===== src/design/utn_pkg.sv =====
// Shared types, constants and decode functions for the UTF-8 text normalizer.
`timescale 1ns / 1ps

package utn_pkg;

  // Register decode: one 32-bit register per word, selected by paddr[2].
  localparam int PADDR_W = 3;
  localparam logic REG_LOWERCASE = 1'b0;
  localparam logic REG_CAMEL     = 1'b1;

  // Queue between the classifier and the emitter.
  localparam int QUEUE_DEPTH = 4;
  localparam int QUEUE_AW    = $clog2(QUEUE_DEPTH);

  // Longest burst delivered for one request.
  localparam int MAX_RESULTS = 7;

  // Word boundary marker, U+2581 in UTF-8.
  localparam logic [7:0] MARK_B0 = 8'hE2;
  localparam logic [7:0] MARK_B1 = 8'h96;
  localparam logic [7:0] MARK_B2 = 8'h81;

  typedef struct packed {
    logic lowercase;
    logic camel;
  } cfg_t;

  typedef struct packed {
    logic space;
    logic upper;
    logic lower;
    logic ascii;
  } cls_t;

  typedef struct packed {
    logic [1:0] off;
    logic [2:0] len;
    cls_t       cls;
  } char_t;

  typedef struct packed {
    logic [3:0][7:0] bytes;
    char_t [2:0]     chars;
    logic [1:0]      nchar;
    logic            last;
  } entry_t;

  function automatic logic [2:0] width_of_lead(input logic [7:0] b);
    logic [2:0] w;
    if ((b & 8'hE0) == 8'hC0) begin
      w = 3'd2;
    end else if ((b & 8'hF0) == 8'hE0) begin
      w = 3'd3;
    end else if ((b & 8'hF8) == 8'hF0) begin
      w = 3'd4;
    end else begin
      w = 3'd1;
    end
    return w;
  endfunction

  function automatic logic [20:0] decode_cp(input logic [7:0] b0, input logic [7:0] b1,
                                            input logic [7:0] b2, input logic [7:0] b3,
                                            input logic [2:0] len);
    logic [20:0] cp;
    case (len)
      3'd2: cp = {10'd0, b0[4:0], b1[5:0]};
      3'd3: cp = {5'd0, b0[3:0], b1[5:0], b2[5:0]};
      3'd4: cp = {b0[2:0], b1[5:0], b2[5:0], b3[5:0]};
      default: cp = {13'd0, b0};
    endcase
    return cp;
  endfunction

  function automatic cls_t classify_cp(input logic [20:0] cp);
    cls_t c;
    c.ascii = (cp <= 21'd127);
    if (c.ascii) begin
      c.space = (cp == 21'h20) || (cp >= 21'h09 && cp <= 21'h0D);
    end else begin
      c.space = (cp == 21'h00A0) || (cp == 21'h1680) || (cp == 21'h2007) ||
                (cp == 21'h202F) || (cp == 21'h3000);
    end
    c.upper = (cp >= 21'h41) && (cp <= 21'h5A);
    c.lower = (cp >= 21'h61) && (cp <= 21'h7A);
    return c;
  endfunction

endpackage


===== src/design/utf8_text_normalizer.sv =====
// Top level of the UTF-8 whitespace normalizer: configuration registers and the two halves.
`timescale 1ns / 1ps

//  Channel  Direction  Handshake                 Payload
//  input    in         in_valid / in_stall       in_byte, in_last
//  output   out        out_valid / out_stall     out_byte, byte_valid, run_last, text_end
//  config   in/out     APB psel/penable/pready   paddr, pwrite, pwdata, prdata
//
// The front end takes one text byte per cycle whenever the four-entry queue has room.
// A request that completes a character (or ends the text) enters the queue in the same cycle.
// The back end turns one queue entry into a burst of up to seven bytes and
// then delivers one byte per cycle while out_stall is low, loading the next entry as the last byte goes out.
// Reset is synchronous and active high; it clears the gathering state and the prev_* flags and sets need_boundary.
// An output stall only holds the burst register; the front keeps accepting until the queue fills.

module utf8_text_normalizer import utn_pkg::*; (
  input  logic               clk,
  input  logic               rst,

  input  logic               in_valid,
  output logic               in_stall,
  input  logic [7:0]         in_byte,
  input  logic               in_last,

  output logic               out_valid,
  input  logic               out_stall,
  output logic [7:0]         out_byte,
  output logic               byte_valid,
  output logic               run_last,
  output logic               text_end,

  input  logic               psel,
  input  logic               penable,
  input  logic               pwrite,
  input  logic [PADDR_W-1:0] paddr,
  input  logic [31:0]        pwdata,
  output logic [31:0]        prdata,
  output logic               pready
);

  cfg_t   cfg;
  logic   accept;
  logic   push;
  entry_t front_entry;
  logic   q_full;
  logic   q_valid;
  entry_t q_entry;
  logic   q_pop;

  // Configuration: bit 0 of each word is the enable; paddr[2] selects the word.
  assign pready = 1'b1;

  always_ff @(posedge clk) begin
    if (rst) begin
      cfg <= '0;
    end else if (psel && penable && pwrite && pready) begin
      case (paddr[2])
        REG_LOWERCASE: cfg.lowercase <= pwdata[0];
        REG_CAMEL:     cfg.camel     <= pwdata[0];
        default:       cfg           <= cfg;
      endcase
    end
  end

  always_comb begin
    case (paddr[2])
      REG_LOWERCASE: prdata = {31'd0, cfg.lowercase};
      REG_CAMEL:     prdata = {31'd0, cfg.camel};
      default:       prdata = 32'd0;
    endcase
  end

  // The input side stalls only when the queue between the two halves is full.
  assign in_stall = q_full;
  assign accept   = in_valid && !q_full;

  utn_front u_front (
    .clk     (clk),
    .rst     (rst),
    .accept  (accept),
    .in_byte (in_byte),
    .in_last (in_last),
    .push    (push),
    .entry   (front_entry)
  );

  utn_queue u_queue (
    .clk       (clk),
    .rst       (rst),
    .push      (push),
    .din       (front_entry),
    .pop       (q_pop),
    .full      (q_full),
    .not_empty (q_valid),
    .dout      (q_entry)
  );

  utn_back u_back (
    .clk        (clk),
    .rst        (rst),
    .cfg        (cfg),
    .q_valid    (q_valid),
    .q_entry    (q_entry),
    .q_pop      (q_pop),
    .out_valid  (out_valid),
    .out_stall  (out_stall),
    .out_byte   (out_byte),
    .byte_valid (byte_valid),
    .run_last   (run_last),
    .text_end   (text_end)
  );

endmodule


===== src/design/utn_front.sv =====
// Front end: gathers the bytes of one character and splits them into classified characters.
`timescale 1ns / 1ps

module utn_front import utn_pkg::*; (
  input  logic       clk,
  input  logic       rst,
  input  logic       accept,
  input  logic [7:0] in_byte,
  input  logic       in_last,
  output logic       push,
  output entry_t     entry
);

  logic [2:0][7:0] pending_bytes;
  logic [1:0]      pending_count;
  logic [2:0]      char_width;

  logic [2:0]      cw;
  logic [2:0]      n;
  logic            complete;
  logic            flush;
  logic [3:0][7:0] buf_b;
  logic [2:0]      w1;
  logic [2:0]      len1;

  always_comb begin
    cw = (pending_count == 2'd0) ? width_of_lead(in_byte) : char_width;
    n  = {1'b0, pending_count} + 3'd1;
    complete = (n >= cw) || in_last;
    flush    = (n < cw);

    for (int k = 0; k < 3; k++) begin
      if (k < pending_count) begin
        buf_b[k] = pending_bytes[k];
      end else if (k == pending_count) begin
        buf_b[k] = in_byte;
      end else begin
        buf_b[k] = 8'h00;
      end
    end
    buf_b[3] = (pending_count == 2'd3) ? in_byte : 8'h00;

    // After an unfinished lead stands alone, the rest is split again from the second byte.
    w1 = width_of_lead(buf_b[1]);
    len1 = (3'd1 + w1 > n) ? 3'd1 : w1;

    entry.bytes = buf_b;
    entry.last  = in_last;

    entry.chars[0].off = 2'd0;
    entry.chars[0].len = flush ? 3'd1 : n;
    entry.chars[0].cls = classify_cp(decode_cp(buf_b[0], buf_b[1], buf_b[2], buf_b[3],
                                               entry.chars[0].len));
    entry.chars[1].off = 2'd1;
    entry.chars[1].len = len1;
    entry.chars[1].cls = classify_cp(decode_cp(buf_b[1], buf_b[2], 8'h00, 8'h00, len1));
    entry.chars[2].off = 2'd2;
    entry.chars[2].len = 3'd1;
    entry.chars[2].cls = classify_cp(decode_cp(buf_b[2], 8'h00, 8'h00, 8'h00, 3'd1));

    if (!flush || n == 3'd1) begin
      entry.nchar = 2'd1;
    end else if (3'd1 + len1 < n) begin
      entry.nchar = 2'd3;
    end else begin
      entry.nchar = 2'd2;
    end

    push = accept && complete;
  end

  always_ff @(posedge clk) begin
    if (rst) begin
      pending_count <= 2'd0;
      char_width    <= 3'd0;
    end else if (accept) begin
      if (complete) begin
        pending_count <= 2'd0;
        char_width    <= 3'd0;
      end else begin
        pending_count <= n[1:0];
        char_width    <= cw;
      end
    end
  end

  always_ff @(posedge clk) begin
    if (accept && !complete) begin
      pending_bytes[pending_count] <= in_byte;
    end
  end

endmodule


===== src/design/utn_queue.sv =====
// Short queue of classified requests between the front end and the emitter.
`timescale 1ns / 1ps

module utn_queue import utn_pkg::*; (
  input  logic   clk,
  input  logic   rst,
  input  logic   push,
  input  entry_t din,
  input  logic   pop,
  output logic   full,
  output logic   not_empty,
  output entry_t dout
);

  entry_t                slots [QUEUE_DEPTH];
  logic [QUEUE_AW-1:0]   wr_ptr;
  logic [QUEUE_AW-1:0]   rd_ptr;
  logic [QUEUE_AW:0]     count;

  assign full      = (count == (QUEUE_AW+1)'(QUEUE_DEPTH));
  assign not_empty = (count != '0);
  assign dout      = slots[rd_ptr];

  always_ff @(posedge clk) begin
    if (rst) begin
      wr_ptr <= '0;
      rd_ptr <= '0;
      count  <= '0;
    end else begin
      if (push) begin
        wr_ptr <= wr_ptr + 1'b1;
      end
      if (pop) begin
        rd_ptr <= rd_ptr + 1'b1;
      end
      if (push && !pop) begin
        count <= count + 1'b1;
      end else if (pop && !push) begin
        count <= count - 1'b1;
      end
    end
  end

  always_ff @(posedge clk) begin
    if (push) begin
      slots[wr_ptr] <= din;
    end
  end

endmodule


===== src/design/utn_back.sv =====
// Back end: applies boundary, camel, lowercase rules; one byte per cycle unless stalled.
`timescale 1ns / 1ps

module utn_back import utn_pkg::*; (
  input  logic       clk,
  input  logic       rst,
  input  cfg_t       cfg,
  input  logic       q_valid,
  input  entry_t     q_entry,
  output logic       q_pop,
  output logic       out_valid,
  input  logic       out_stall,
  output logic [7:0] out_byte,
  output logic       byte_valid,
  output logic       run_last,
  output logic       text_end
);

  logic need_boundary;
  logic prev_nonspace;
  logic prev_was_lower;

  logic [MAX_RESULTS-1:0][7:0] burst;
  logic [2:0]                  rem;
  logic                        burst_bv;
  logic                        burst_last;

  logic        need_boundary_next;
  logic        prev_nonspace_next;
  logic        prev_was_lower_next;
  logic [71:0] acc;
  logic [3:0]  cnt;
  logic [55:0] seg;
  logic [3:0]  seg_len;
  logic [31:0] body;
  logic [7:0]  first_b;
  logic        out_take;
  logic        can_load;
  logic        empty_end;
  logic [2:0]  load_count;

  always_comb begin
    need_boundary_next  = need_boundary;
    prev_nonspace_next  = prev_nonspace;
    prev_was_lower_next = prev_was_lower;
    acc     = '0;
    cnt     = '0;
    seg     = '0;
    seg_len = '0;
    body    = '0;
    first_b = '0;

    for (int c = 0; c < 3; c++) begin
      seg     = '0;
      seg_len = '0;
      if (c < q_entry.nchar) begin
        if (q_entry.chars[c].cls.space) begin
          need_boundary_next = 1'b1;
          prev_nonspace_next = 1'b0;
        end else begin
          if (cfg.camel && prev_nonspace_next && prev_was_lower_next &&
              q_entry.chars[c].cls.upper) begin
            need_boundary_next = 1'b1;
          end
          body = 32'(q_entry.bytes >> {q_entry.chars[c].off, 3'b000});
          first_b = body[7:0];
          if (cfg.lowercase && q_entry.chars[c].cls.ascii) begin
            if (first_b >= 8'h41 && first_b <= 8'h5A) begin
              first_b = first_b + 8'h20;
            end
            body    = {24'd0, first_b};
            seg_len = 4'd1;
          end else begin
            for (int k = 0; k < 4; k++) begin
              if (k >= q_entry.chars[c].len) begin
                body[8*k +: 8] = 8'h00;
              end
            end
            seg_len = {1'b0, q_entry.chars[c].len};
          end
          if (need_boundary_next) begin
            seg     = {body, MARK_B2, MARK_B1, MARK_B0};
            seg_len = seg_len + 4'd3;
          end else begin
            seg = 56'(body);
          end
          need_boundary_next  = 1'b0;
          prev_was_lower_next = q_entry.chars[c].cls.lower;
          prev_nonspace_next  = 1'b1;
        end
        acc = acc | (72'(seg) << {cnt, 3'b000});
        cnt = cnt + seg_len;
      end
    end

    if (q_entry.last) begin
      need_boundary_next  = 1'b1;
      prev_nonspace_next  = 1'b0;
      prev_was_lower_next = 1'b0;
    end

    empty_end = q_entry.last && (cnt == 4'd0);
    if (cnt > 4'(MAX_RESULTS)) begin
      load_count = 3'(MAX_RESULTS);
    end else begin
      load_count = cnt[2:0];
    end

    out_take = (rem != 3'd0) && !out_stall;
    can_load = (rem == 3'd0) || (out_take && rem == 3'd1);
    q_pop    = q_valid && can_load;
  end

  assign out_valid  = (rem != 3'd0);
  assign out_byte   = burst[0];
  assign byte_valid = burst_bv;
  assign run_last   = (rem == 3'd1);
  assign text_end   = burst_last && (rem == 3'd1);

  always_ff @(posedge clk) begin
    if (rst) begin
      need_boundary  <= 1'b1;
      prev_nonspace  <= 1'b0;
      prev_was_lower <= 1'b0;
      rem            <= 3'd0;
    end else begin
      if (q_pop) begin
        need_boundary  <= need_boundary_next;
        prev_nonspace  <= prev_nonspace_next;
        prev_was_lower <= prev_was_lower_next;
        rem            <= empty_end ? 3'd1 : load_count;
      end else if (out_take) begin
        rem <= rem - 3'd1;
      end
    end
  end

  always_ff @(posedge clk) begin
    if (q_pop) begin
      burst      <= empty_end ? '0 : acc[55:0];
      burst_bv   <= !empty_end;
      burst_last <= q_entry.last;
    end else if (out_take) begin
      burst <= burst >> 8;
    end
  end

endmodule


===== config.mk =====
export PLATFORM = sky130hd
export DESIGN_NAME = utf8_text_normalizer
export DESIGN_NICKNAME = d
export VERILOG_FILES = /design/src/design/utn_pkg.sv /design/src/design/utf8_text_normalizer.sv /design/src/design/utn_front.sv /design/src/design/utn_queue.sv /design/src/design/utn_back.sv
export SDC_FILE = /design/constraint.sdc
export NUM_CORES = 1
export LEC_CHECK = 0
export ABC_AREA = 1
export BUFFER_PORTS_ARGS = -buffer_cell sky130_fd_sc_hd__buf_4
export CORE_UTILIZATION = 62
export DETAILED_ROUTE_END_ITERATION = 10
export PLACE_DENSITY = 0.8
export REMOVE_ABC_BUFFERS = 1
export SYNTH_ARGS = -nofsm -noshare
export SYNTH_HDL_FRONTEND = slang
export SYNTH_SLANG_ARGS = --single-unit

===== constraint.sdc =====
create_clock -name clk -period 7.2 [get_ports clk]
set_input_delay 0.36 -clock clk [delete_from_list [all_inputs] [get_ports clk]]
set_output_delay 0.36 -clock clk [all_outputs]
set_load 0.03 [all_outputs]

==> run summary <==
Worst-Margin Slew - 1150 ps
Final setup violation count - 0
Final period util - 86.4%
Max Root-Sink Buffers - 3
Clock root cell - clkbuf_16
First-pass GRT wire length - 87.2 mm
CTS clk-pin slew, worst paths - 60 ps
Peak supply drop - 0.356 mV
Vias in the first global route - 15800
Starting density of the core - 63.2%
Min Tclk post-route - 6220 ps
P&R area growth vs syn - 6.17%
Post_cts resized - 0
Ys async rst share - 0%
Synth Cell Area - 19400 um2
F_max - 0.161 GHz
CP Data Required Time - 7470 ps
Die Y - 179 um
# rows - 64
# fillers - 2512
Endpoint class of the critical path - flop
# DRC - 0
Dpl hpwl - 40.0 mm
Via count - 17200
Antenna Nets Post-Route - 0
Post-synth top flop - edfxtp_1
Setup bufs post-CTS - 0
Yosys warns - 0
Final Wtd Congestion - 0.977
Inserted Clock Buffers - 34
Gate Count Post-Synth - 2430
Max Fanout on Critical Path - 32
# IOs - 97
Number of vias per cell - 6.08
Total Die Area - 32000 um2
Max-cap viol count - 0
Post-synthesis cell type count - 65
Post-cts hold buffer count - 0
Total track usage - 35.8%
Hold Path Class - in2reg
Die W - 179 um
Antenna violations before repair - 0
WL final - 57.1 mm
EDFF count, synth - 294
Largest net degree at the start of global routing - 86
Hold Violations, Final - 0
DRT Pass-1 Iters - 6
Number of port buffers - 31
DR iter-0 viols - 1827
Dpl ws - 1050 ps
Total power - 10.5 mW
Signal arrival time at the worst endpoint - 6490 ps
Layout Skew - 13.5 ps
Core Footprint - 30700 um2
Nets - 2492
Final Non-Filler Cells - 2826
Leakage - 8.57 nW
Antenna cells - 0
Layout cell share with drive strength beyond 1 - 7.74%
Synth Area per Inst - 7.97 um2
Synth Register Bits - 316
Worst skew pair latency - 540 ps
PwrDens - 510 nW/um2
Final worst slack - 980 ps
CTS tree - done
Slew margin rel. - 23.0%
Cells after DPL - 2766
Max-slew violation count - 0
Setup CP Type - reg2reg
Sequential area share after synthesis - 47.8%
Htree depth - 2
Status - finished clean
Average wire per standard cell - 20.2 um
RSZ-0062 raised after global routing - no
Crit start category - flop
# clock sinks - 316
Global route overflow - 0
## path summary, 6_finish.rpt
path	slack (ps)	depth (start not counted)	to	startpoint
worst max-delay path	980	27	u_back.burst[19]	flop
worst max register to register	980	27	u_back.burst[19]	flop
worst min register to register	460	2	flop	u_queue.rd_ptr[1]
worst min-delay path	60	1	u_front.pending_bytes[5]	in_byte[5]
## worst max-delay path: stages (launching register included)
cell	delay (ps)
dfxtp_4	510
inv_4	200
nand2_1	100
nand3_1	80
nand2_1	360
nand2_1	240
nand2_4	190
nand2_1	60
nand2_1	80
nand2_1	60
nand2_1	70
buf_4	270
o21ai_0	120
a21oi_1	130
ha_1	200
inv_1	60
fa_1	480
nand2_1	80
nand2_1	90
buf_4	300
inv_1	390
ha_1	420
o21ai_0	380
nand4_4	180
nand2_4	310
inv_2	300
o21ai_0	190
nand2_1	80
## power by group
group,total [mW],switching [mW],leakage [nW],internal (mW)
Clock,1.67,0.742,0.498,0.925
Combinational,6.20,4.60,5.12,1.60
Sequential,2.63,0.123,2.95,2.51
## Yosys cell counts (7+ instances only)
| master | instances | share of area [%] |
|---|---|---|
| a21oi_1 | 91 | 2.4 |
| edfxtp_1 | 294 | 46 |
| buf_6 | 13 | 0.76 |
| a31oi_1 | 17 | 0.55 |
| a22oi_1 | 7 | 0.27 |
| dfxtp_1 | 22 | 2.3 |
| o22ai_1 | 34 | 1.1 |
| buf_4 | 61 | 2.4 |
| ha_1 | 33 | 2.1 |
| inv_1 | 186 | 3.6 |
| buf_2 | 37 | 0.96 |
| nand3_1 | 216 | 5.6 |
| nand2_2 | 15 | 0.48 |
| nand2_1 | 717 | 14 |
| o21ai_0 | 139 | 3.6 |
| o21ai_1 | 58 | 1.5 |
| nor2_1 | 255 | 4.9 |
| o211ai_1 | 17 | 0.66 |
| nand4_1 | 24 | 0.78 |
| nor3_1 | 34 | 0.88 |
| nor2_4 | 8 | 0.47 |
| clkbuf_1 | 28 | 0.54 |
| nor2_2 | 7 | 0.23 |
| inv_2 | 22 | 0.43 |
## placed cells by master (no fill, tap or decap), types with 5 or more instances in the layout
cell type,netlist,final
nor2_1,255,251
o22ai_1,34,34
nand3_2,6,6
nor2_4,8,12
clkbuf_16,0,34
o211ai_1,17,17
clkbuf_1,28,11
a21oi_1,91,91
ha_1,33,33
inv_1,186,185
nor3_1,34,34
nand2_1,717,717
a22oi_1,7,7
nand2_4,5,5
or2_2,6,6
o21ai_1,58,57
nand3_1,216,216
inv_2,22,23
nor2_2,7,7
a21boi_0,6,6
conb_1,2,32
dfxtp_1,22,20
nand4_1,24,24
nand2_2,15,15
buf_4,61,56
clkinv_1,2,8
edfxtp_1,294,294
a31oi_1,17,17
nand3b_1,6,6
a21boi_1,6,6
o21ai_0,139,139
## flip-flops by register name (all words and copies together) (netlist names), 2 cells and up, named ones only
register               count
u_queue.count              3
u_front.pending_count      2
u_front.char_width         3
u_back.out_byte            8
u_back.rem                 3
u_queue.rd_ptr             2
u_back.burst              48
cfg                        2
u_queue.slots            212
u_queue.wr_ptr             2
u_front.pending_bytes     24
## area by class of cell
cell class / count / area, um2 / share of cell area [%]
clock buffers: 45 / 892 / 4.34
clock inverters: 15 / 150 / 0.730
inverters: 212 / 801 / 3.89
multi-input cells: 1786 / 8530 / 41.5
flip-flops and latches: 316 / 9270 / 45.1
well taps: 396 / 495 / 2.41
repair buffers: 56 / 420 / 2.04
## per-stage QoR
stage          utilization (%)  hold slack [ps]  setup TNS [ps]  instance area, um2
3_5_place_dp              63.7              458               0               19500
3_3_place_gp              63.7              442               0               19500
2_1_floorplan                -              429          -52920               18600
5_1_grt                   67.1             50.3               0               20600
6_report                  67.1             58.3               0               20600
4_1_cts                   67.1             44.5               0               20600
## logic make-up (layout without fill, tap and decap cells)
kind of cell / Yosys count / in the layout / synth area share [%]
AND/OR/NAND/NOR: 1314 / 1314 / 29.0
AO/OA/AOI/OAI: 403 / 403 / 11.8
buffers and inverters: 358 / 328 / 8.89
flip-flops: 316 / 316 / 47.8
adder cells (fa/ha/maj): 35 / 35 / 2.34
other: 2 / 32 / 0.0388
XOR/XNOR: 2 / 2 / 0.0904
## routing by layer
| layer | GRT usage [%] | vias to the layer above | wire length (um) |
|---|---|---|---|
| li1 | - | 8096 | - |
| met1 | 45.8 | 7949 | 22500 |
| met2 | 59.5 | 970 | 27200 |
| met3 | 5.77 | 179 | 4940 |
| met4 | 16.9 | 0 | 2530 |
| met5 | 0 | - | 0 |
(Power assumes the default switching activity.)
